`config.mk`:
```
export PLATFORM = sky130hd
export DESIGN_NAME = process_list_push_find_delete_top
export DESIGN_NICKNAME = d
export VERILOG_FILES = /design/src/design/plist_pkg.sv /design/src/design/process_list_push_find_delete_top.sv /design/src/design/plist_cell.sv
export SDC_FILE = /design/constraint.sdc
export NUM_CORES = 2
export LEC_CHECK = 0
export BUFFER_PORTS_ARGS = -buffer_cell sky130_fd_sc_hd__buf_2
export CAP_MARGIN = 40
export CELL_PAD_IN_SITES_DETAIL_PLACEMENT = 1
export CELL_PAD_IN_SITES_GLOBAL_PLACEMENT = 1
export CORE_UTILIZATION = 51
export DETAILED_ROUTE_END_ITERATION = 12
export GPL_TIMING_DRIVEN = 0
export HOLD_SLACK_MARGIN = 0.12
export PLACE_DENSITY = 0.89
export SETUP_SLACK_MARGIN = 0.3
export SYNTH_ARGS = -nofsm -noshare
export SYNTH_HDL_FRONTEND = slang
export SYNTH_SLANG_ARGS = --single-unit
export TNS_END_PERCENT = 5
```
`constraint.sdc`:
```
create_clock -name clk -period 19.8 [get_ports clk]
set_clock_uncertainty 0.15 [all_clocks]
set_input_delay 3.96 -clock clk [delete_from_list [all_inputs] [get_ports clk]]
set_output_delay 3.96 -clock clk [all_outputs]
set_load 0.005 [all_outputs]
```
`src/design/plist_pkg.sv`:
```
// ----------------------------------------------------------------------------
// Process list package
// Request codes and the control bundle shared by the list cells.
// ----------------------------------------------------------------------------
package plist_pkg;

  localparam int REQ_W = 2;

  // Request kinds carried on s_tuser
  localparam logic [REQ_W-1:0] REQ_PUSH = 2'd0;
  localparam logic [REQ_W-1:0] REQ_POP  = 2'd1;
  localparam logic [REQ_W-1:0] REQ_FIND = 2'd2;
  localparam logic [REQ_W-1:0] REQ_DEL  = 2'd3;

  // What every cell does in a given cycle
  typedef enum logic [2:0] {
    CELL_HOLD,
    CELL_PUSH,    // take the entry of the cell toward the head
    CELL_MATCH,   // compare against the search key
    CELL_PREFIX,  // OR in the match flag of a cell nearer the head
    CELL_LOAD,    // first matching cell copies its entry into the pick register
    CELL_GATHER,  // OR in the pick register of a cell farther from the head
    CELL_REMOVE   // cells at or past the hit take the entry of the next cell
  } cell_op_t;

  typedef struct packed {
    cell_op_t op;
    logic     pop;  // match the head cell instead of comparing ids
  } cell_ctrl_t;

endpackage

```
`src/design/process_list_push_find_delete_top.sv`:
```
// Push: goes from idle straight to the done state, which loads m_tdata once the output is free.
// Pop, find, delete: run the log-step prefix scan across the cell chain, load the
// first match into the pick registers, run the log-step data gather, apply any
// remove, then load m_tdata from the done state once the output is free.
// One request is in flight at a time; s_tready is high only when idle.
// Synchronous active-high rst empties the list and drops any pending result.
// ----------------------------------------------------------------------------
// Process list top
// Newest-first process list built as a chain of cells, with push, pop,
// find by id and delete by id.
// ----------------------------------------------------------------------------
module process_list_push_find_delete_top #(
  parameter int LIST_DEPTH = 16,
  parameter int ID_BITS    = 16,
  parameter int STATE_BITS = 8,
  localparam int CNT_W     = $clog2(LIST_DEPTH + 1),
  localparam int IN_W      = ((ID_BITS + STATE_BITS + 7) / 8) * 8,
  localparam int OUT_RAW   = 1 + ID_BITS + STATE_BITS + CNT_W + 2,
  localparam int OUT_W     = ((OUT_RAW + 7) / 8) * 8
) (
  input  logic                         clk,
  input  logic                         rst,
  input  logic                         s_tvalid,
  output logic                         s_tready,
  input  logic [IN_W-1:0]              s_tdata,  // proc_id, proc_state, zero pad
  input  logic [plist_pkg::REQ_W-1:0]  s_tuser,  // req_type
  output logic                         m_tvalid,
  input  logic                         m_tready,
  // hit, out_id, out_state, entry_count, is_empty, overflow, zero pad
  output logic [OUT_W-1:0]             m_tdata
);

  localparam int LOG    = $clog2(LIST_DEPTH);
  localparam int STEP_W = (LOG > 1) ? $clog2(LOG) : 1;

  typedef enum logic [2:0] {
    S_IDLE,
    S_PREFIX,
    S_LOAD,
    S_GATHER,
    S_APPLY,
    S_DONE
  } state_t;

  state_t                          fsm;
  logic [STEP_W-1:0]               step;
  logic [plist_pkg::REQ_W-1:0]     req;
  logic [CNT_W-1:0]                used_count;
  logic                            res_hit;
  logic [ID_BITS-1:0]              res_id;
  logic [STATE_BITS-1:0]           res_state;
  logic                            res_ovf;

  logic                            accept;
  logic                            full;
  logic                            step_last;
  logic                            hit_any;
  logic                            do_remove;
  logic [ID_BITS-1:0]              in_id;
  logic [STATE_BITS-1:0]           in_state;
  plist_pkg::cell_ctrl_t           ctrl;

  logic [ID_BITS-1:0]              c_id         [LIST_DEPTH];
  logic [STATE_BITS-1:0]           c_state      [LIST_DEPTH];
  logic                            c_valid      [LIST_DEPTH];
  logic                            c_pre        [LIST_DEPTH];
  logic [ID_BITS-1:0]              c_pick_id    [LIST_DEPTH];
  logic [STATE_BITS-1:0]           c_pick_state [LIST_DEPTH];

  assign in_id     = s_tdata[ID_BITS-1:0];
  assign in_state  = s_tdata[ID_BITS +: STATE_BITS];
  assign s_tready  = (fsm == S_IDLE) && !rst;
  assign accept    = s_tvalid & s_tready;
  assign full      = (used_count == CNT_W'(LIST_DEPTH));
  assign step_last = (step == STEP_W'(LOG - 1));
  assign hit_any   = c_pre[LIST_DEPTH-1];
  assign do_remove = (fsm == S_APPLY) && hit_any && (req != plist_pkg::REQ_FIND);

  // cell control for this cycle
  always_comb begin
    ctrl.op  = plist_pkg::CELL_HOLD;
    ctrl.pop = (s_tuser == plist_pkg::REQ_POP);
    case (fsm)
      S_IDLE: begin
        if (accept) begin
          if (s_tuser != plist_pkg::REQ_PUSH) ctrl.op = plist_pkg::CELL_MATCH;
          else if (!full)                     ctrl.op = plist_pkg::CELL_PUSH;
        end
      end
      S_PREFIX: ctrl.op = plist_pkg::CELL_PREFIX;
      S_LOAD:   ctrl.op = plist_pkg::CELL_LOAD;
      S_GATHER: ctrl.op = plist_pkg::CELL_GATHER;
      S_APPLY:  if (do_remove) ctrl.op = plist_pkg::CELL_REMOVE;
      default:  ctrl.op = plist_pkg::CELL_HOLD;
    endcase
  end

  // cell chain, head at index 0
  for (genvar i = 0; i < LIST_DEPTH; i++) begin : g_cell
    logic [ID_BITS-1:0]    l_id;
    logic [STATE_BITS-1:0] l_state;
    logic                  l_valid;
    logic [ID_BITS-1:0]    r_id;
    logic [STATE_BITS-1:0] r_state;
    logic                  r_valid;
    logic                  pre_far        [LOG];
    logic [ID_BITS-1:0]    pick_far_id    [LOG];
    logic [STATE_BITS-1:0] pick_far_state [LOG];

    if (i == 0) begin : g_head
      assign l_id    = in_id;
      assign l_state = in_state;
      assign l_valid = 1'b1;
    end else begin : g_mid
      assign l_id    = c_id[i-1];
      assign l_state = c_state[i-1];
      assign l_valid = c_valid[i-1];
    end

    if (i == LIST_DEPTH - 1) begin : g_tail
      assign r_id    = '0;
      assign r_state = '0;
      assign r_valid = 1'b0;
    end else begin : g_body
      assign r_id    = c_id[i+1];
      assign r_state = c_state[i+1];
      assign r_valid = c_valid[i+1];
    end

    // neighbors at distance 2**k for the scan and gather steps
    for (genvar k = 0; k < LOG; k++) begin : g_far
      if (i >= (1 << k)) begin : g_pre
        assign pre_far[k] = c_pre[i - (1 << k)];
      end else begin : g_pre0
        assign pre_far[k] = 1'b0;
      end
      if (i + (1 << k) < LIST_DEPTH) begin : g_pick
        assign pick_far_id[k]    = c_pick_id[i + (1 << k)];
        assign pick_far_state[k] = c_pick_state[i + (1 << k)];
      end else begin : g_pick0
        assign pick_far_id[k]    = '0;
        assign pick_far_state[k] = '0;
      end
    end

    plist_cell #(
      .ID_BITS    (ID_BITS),
      .STATE_BITS (STATE_BITS),
      .LOG        (LOG),
      .STEP_W     (STEP_W)
    ) u_cell (
      .clk            (clk),
      .rst            (rst),
      .ctrl           (ctrl),
      .step           (step),
      .key            (in_id),
      .head           (i == 0),
      .left_id        (l_id),
      .left_state     (l_state),
      .left_valid     (l_valid),
      .right_id       (r_id),
      .right_state    (r_state),
      .right_valid    (r_valid),
      .pre_far        (pre_far),
      .pick_far_id    (pick_far_id),
      .pick_far_state (pick_far_state),
      .id             (c_id[i]),
      .state          (c_state[i]),
      .valid          (c_valid[i]),
      .pre            (c_pre[i]),
      .pick_id        (c_pick_id[i]),
      .pick_state     (c_pick_state[i])
    );
  end

  // sequencer, entry count, result and output register
  always_ff @(posedge clk) begin
    if (rst) begin
      fsm        <= S_IDLE;
      step       <= '0;
      used_count <= '0;
      m_tvalid   <= 1'b0;
    end else begin
      if (m_tvalid && m_tready && fsm != S_DONE) m_tvalid <= 1'b0;
      case (fsm)
        S_IDLE: begin
          if (accept) begin
            req  <= s_tuser;
            step <= '0;
            if (s_tuser == plist_pkg::REQ_PUSH) begin
              res_hit   <= ~full;
              res_ovf   <= full;
              res_id    <= full ? '0 : in_id;
              res_state <= full ? '0 : in_state;
              if (!full) used_count <= used_count + 1'b1;
              fsm <= S_DONE;
            end else begin
              fsm <= S_PREFIX;
            end
          end
        end
        S_PREFIX: begin
          step <= step + 1'b1;
          if (step_last) fsm <= S_LOAD;
        end
        S_LOAD: begin
          step <= '0;
          fsm  <= S_GATHER;
        end
        S_GATHER: begin
          step <= step + 1'b1;
          if (step_last) fsm <= S_APPLY;
        end
        S_APPLY: begin
          res_hit   <= hit_any;
          res_ovf   <= 1'b0;
          res_id    <= c_pick_id[0];
          res_state <= c_pick_state[0];
          if (do_remove) used_count <= used_count - 1'b1;
          fsm <= S_DONE;
        end
        S_DONE: begin
          if (!m_tvalid || m_tready) begin
            m_tvalid <= 1'b1;
            m_tdata  <= OUT_W'({res_ovf, (used_count == '0), used_count,
                                res_state, res_id, res_hit});
            fsm      <= S_IDLE;
          end
        end
        default: fsm <= S_IDLE;
      endcase
    end
  end

endmodule

```
`src/design/plist_cell.sv`:
```
// ----------------------------------------------------------------------------
// Process list cell
// One slot of the list: entry, valid bit, match prefix flag and pick register.
// ----------------------------------------------------------------------------
module plist_cell #(
  parameter int ID_BITS    = 16,
  parameter int STATE_BITS = 8,
  parameter int LOG        = 4,
  parameter int STEP_W     = 2
) (
  input  logic                  clk,
  input  logic                  rst,
  input  plist_pkg::cell_ctrl_t ctrl,
  input  logic [STEP_W-1:0]     step,
  input  logic [ID_BITS-1:0]    key,
  input  logic                  head,
  // neighbor toward the head (push source)
  input  logic [ID_BITS-1:0]    left_id,
  input  logic [STATE_BITS-1:0] left_state,
  input  logic                  left_valid,
  // neighbor away from the head (remove source)
  input  logic [ID_BITS-1:0]    right_id,
  input  logic [STATE_BITS-1:0] right_state,
  input  logic                  right_valid,
  // prefix flags 2**k cells toward the head, zero past the head
  input  logic                  pre_far [LOG],
  // pick registers 2**k cells away from the head, zero past the tail
  input  logic [ID_BITS-1:0]    pick_far_id [LOG],
  input  logic [STATE_BITS-1:0] pick_far_state [LOG],
  output logic [ID_BITS-1:0]    id,
  output logic [STATE_BITS-1:0] state,
  output logic                  valid,
  output logic                  pre,
  output logic [ID_BITS-1:0]    pick_id,
  output logic [STATE_BITS-1:0] pick_state
);

  logic first;

  // first match from the head: own prefix set, neighbor's not
  assign first = pre & ~pre_far[0];

  // valid bit
  always_ff @(posedge clk) begin
    if (rst) begin
      valid <= 1'b0;
    end else begin
      case (ctrl.op)
        plist_pkg::CELL_PUSH:   valid <= left_valid;
        plist_pkg::CELL_REMOVE: if (pre) valid <= right_valid;
        default:                valid <= valid;
      endcase
    end
  end

  // entry, prefix and pick payload
  always_ff @(posedge clk) begin
    case (ctrl.op)
      plist_pkg::CELL_PUSH: begin
        id    <= left_id;
        state <= left_state;
      end
      plist_pkg::CELL_MATCH: begin
        pre <= valid & (ctrl.pop ? head : (id == key));
      end
      plist_pkg::CELL_PREFIX: begin
        pre <= pre | pre_far[step];
      end
      plist_pkg::CELL_LOAD: begin
        pick_id    <= first ? id : '0;
        pick_state <= first ? state : '0;
      end
      plist_pkg::CELL_GATHER: begin
        pick_id    <= pick_id | pick_far_id[step];
        pick_state <= pick_state | pick_far_state[step];
      end
      plist_pkg::CELL_REMOVE: begin
        if (pre) begin
          id    <= right_id;
          state <= right_state;
        end
      end
      default: begin
      end
    endcase
  end

endmodule

```
==> impl_results.md <==
- CTS root buf: clkbuf_16
- Cts bufs inserted: 98
- CTS tree: yes
- Worst-Skew Late Latency: 0.71 ns
- Leak: between 0.015 and 0.02 uW
- Rel. slew slack: 0.3158
- PwrDens: a little under 90 nW/um2
- DRC viols: 0
- Netlist Area Pre-Place: 48470 um2
- Area growth syn-to-layout: 13.73%
- Hold Slack: 0.2734 ns
- Ys Warns: 0
- Share of post-route cells with drive strength above 1: 0.1207
- Clock Path Buffers: 3
- Drt via density: 6.852
- Largest stage delay on the critical path: 0.44 ns
- Max FO, Critical Path: 5
- Final WL: 224400 um
- WP depth: 3
- Startpoint Class: input port
- Initial Util: 0.5170
- Actual slew at the worst max-slew pin: between 1 and 1.5 ns
- # setup viols final: 0
- Final worst path period need: 8.876 ns
- Hold Path Origin: res_state[6]$_DFFE_PP_
- Critical Path RT: 15.69 ns
- Boundary Pins: 64
- Total power: 4829 uW
- RSZ-0062 raised after global routing: false
- Setup TNS: 0 ns
- CP bufs+invs: 2
- CTS Hold Bufs: 0
- Post-synth top flop: edfxtp_1
- Final GP Congestion: 1.047
- WL/cell: 35.87 um
- Final hold violations: 0
- Post-Syn Instances: 4652
- Postcts setup bufs: 0
- Most frequent cells in the layout: 1527 x nand2_1, 844 x edfxtp_1, 396 x a21oi_1
- Final-report max-slew violation count: 0
- Grt total ovfl: 0
- Fraction of registers with async set/reset: 0
- Launch point of the worst path: rst
- Run status: finished clean
- Max Cap Viol: 0
- Most used cell, CP: buf_2
- First-pass GRT wire length: roughly 310000 um
- Die footprint: 96280 um2
- Placed wire-length estimate: 174200 um
- Commonest non-fill, non-tap cell in the layout: nand2_1
- Chip Width: about 310 um
- Die Y: 310.3 um
- Reg-to-Reg Start: step[0]$_SDFFE_PP0P_
- Syn Area/Cell: 10.42 um2
- Worst hold path class: reg2reg
- Pin count of the biggest net entering global routing: 29
- Standard-cell rows: 112
- Reg area: 25880 um2
- DR vias: 42.86k
- Maximum VDD drop: ~100 uV
- NumNets Final: 4945
- Clk sinks: 871
- Total track usage: 0.4691
- Core ar.: 93750 um2
- Antenna-violating nets left: 0
- Setup CP Type: in2out
- Vias in the first global route: roughly 43k
- Cts repair resizes: 0
- Hold depth: 0
- EDFF count, synth: 844
- Multi-input gate area: around 21000 um2
- Yosys cell types: 49
- Worst path top cell family by delay: simple AND/OR/NAND/NOR gates
- Path depth of the worst reg2reg path: 7
- Crit path capture type: output port
- Htree depth: 3
- CP Cell Sequence: buf_2 -> nor4_2 -> buf_2
- PortBufs: 47
- Fmax achieved: 112.7 MHz
- Synth Register Bits: 871
- Drt pass-1 iters: 9
- Slowest stage cell on the critical path: nor4_2
- Clock-pin slew of the registers on the worst-case setup and hold paths: 0.06 ns
- Synth Net Count: 4687
- Initial DRC Count: 7094
- Period utilization: 0.4483
- Antenna violations before repair: 10
- Register area share after synthesis: 0.5340
- # fillers: between 10k and 15k
- CP Data Arrival Time: 4.77 ns
[worst paths after layout]
check | endpoint | slack [ns]
worst min-delay path | m_tdata[23]$_DFFE_PP_ | 0.27
worst max register to register | g_cell[15].u_cell.pre$_DFFE_PP_ | 15.64
worst min register to register | m_tdata[23]$_DFFE_PP_ | 0.27
worst max-delay path | s_tready | 10.92
[report_power, final]
part	internal [uW]	switching, uW
Combinational	279	522
Sequential	2100	74.1
Clock	1020	832
Total	3400	1430
[area by class of cell]
type / instances / share of cell area
multi-input combinational: 3414 / 0.3821
buffer: 359 / 0.02792
antenna: 8 / 0.0003631
inverter: 8 / 0.0005674
tap: 1254 / 0.02846
clock buffer: 133 / 0.04816
clock inverter: 51 / 0.007784
sequential: 871 / 0.4695
timing repair buffer: 158 / 0.03509
[cells by family (layout without fill, tap and decap cells)]
kind of cell	count (synthesis)	count (layout)	share of synthesized area
AND/OR/NAND/NOR	2190	2190	0.1920
flip-flops	871	871	0.5340
AO/OA/AOI/OAI	609	609	0.06923
buffers and inverters	367	709	0.03234
multiplexers	351	351	0.1241
XOR/XNOR	259	259	0.04680
adder cells (fa/ha/maj)	5	5	0.001446
other	0	8	0
[metrics by stage]
stage	std cells	setup slack, ns	util	area [um2]
global placement	5953	-7.059	0.5363	50280
CTS	6235	10.98	0.5862	54950
detailed placement	6051	10.99	0.5533	51870
floorplan	4652	2.844	-	48470
global route	6248	10.90	0.5878	55110
finish	6256	10.92	0.5881	55130
[synthesized netlist by cell type, types with 2 or more instances]
library cell,instances,share of area
a211oi_1,44,0.0068
a21boi_0,2,0.00031
a21o_1,17,0.0026
a21oi_1,396,0.041
a311oi_1,4,0.00072
a311oi_2,10,0.0031
and2_1,48,0.0062
and3_1,2,0.00026
buf_1,23,0.0018
buf_2,55,0.0057
buf_4,24,0.0037
buf_6,4,0.00093
clkbuf_1,253,0.020
dfxtp_1,27,0.011
edfxtp_1,844,0.52
ha_1,4,0.0010
inv_1,7,0.00054
mux2i_1,150,0.031
mux4_2,200,0.093
nand2_1,1527,0.12
nand2b_1,78,0.010
nand3_1,91,0.0094
nand3b_1,3,0.00046
nand4_1,16,0.0021
nor2_1,42,0.0033
nor2b_1,17,0.0022
nor3_1,313,0.032
nor3b_1,2,0.00031
nor4_1,35,0.0045
o21ai_0,122,0.013
o21ai_1,4,0.00041
o41ai_1,4,0.00072
or4_1,11,0.0017
xnor2_1,55,0.0099
xor2_1,204,0.037
[state kept, by name, indices dropped and copies added (netlist names), 5 cells and up]
name and cells:
g_cell.u_cell.valid 16, g_cell.u_cell.pick_state 128, g_cell.u_cell.pick_id 256, m_tdata 32, g_cell.u_cell.pre 16, res_id 16
res_state 8, used_count 5, g_cell.u_cell.state 128, g_cell.u_cell.id 256
[worst reg2reg max path, cell delays in order (launching register included)]
cell	delay [ns]
dfxtp_1	0.38
clkbuf_1	0.58
buf_2	0.58
clkbuf_1	0.63
buf_2	0.43
mux4_2	0.38
o21ai_0	0.59
o21ai_1	0.15
[metal layers]
| metal | vias to the layer above | part of all wire | track usage |
|---|---|---|---|
| li1 | 17180 | - | - |
| met1 | 21410 | 0.35 | 0.5847 |
| met2 | 3494 | 0.43 | 0.6787 |
| met3 | 767 | 0.14 | 0.1639 |
| met4 | 8 | 0.083 | 0.3361 |
| met5 | - | 0.00027 | 0.002022 |
(Power assumes the default switching activity.)
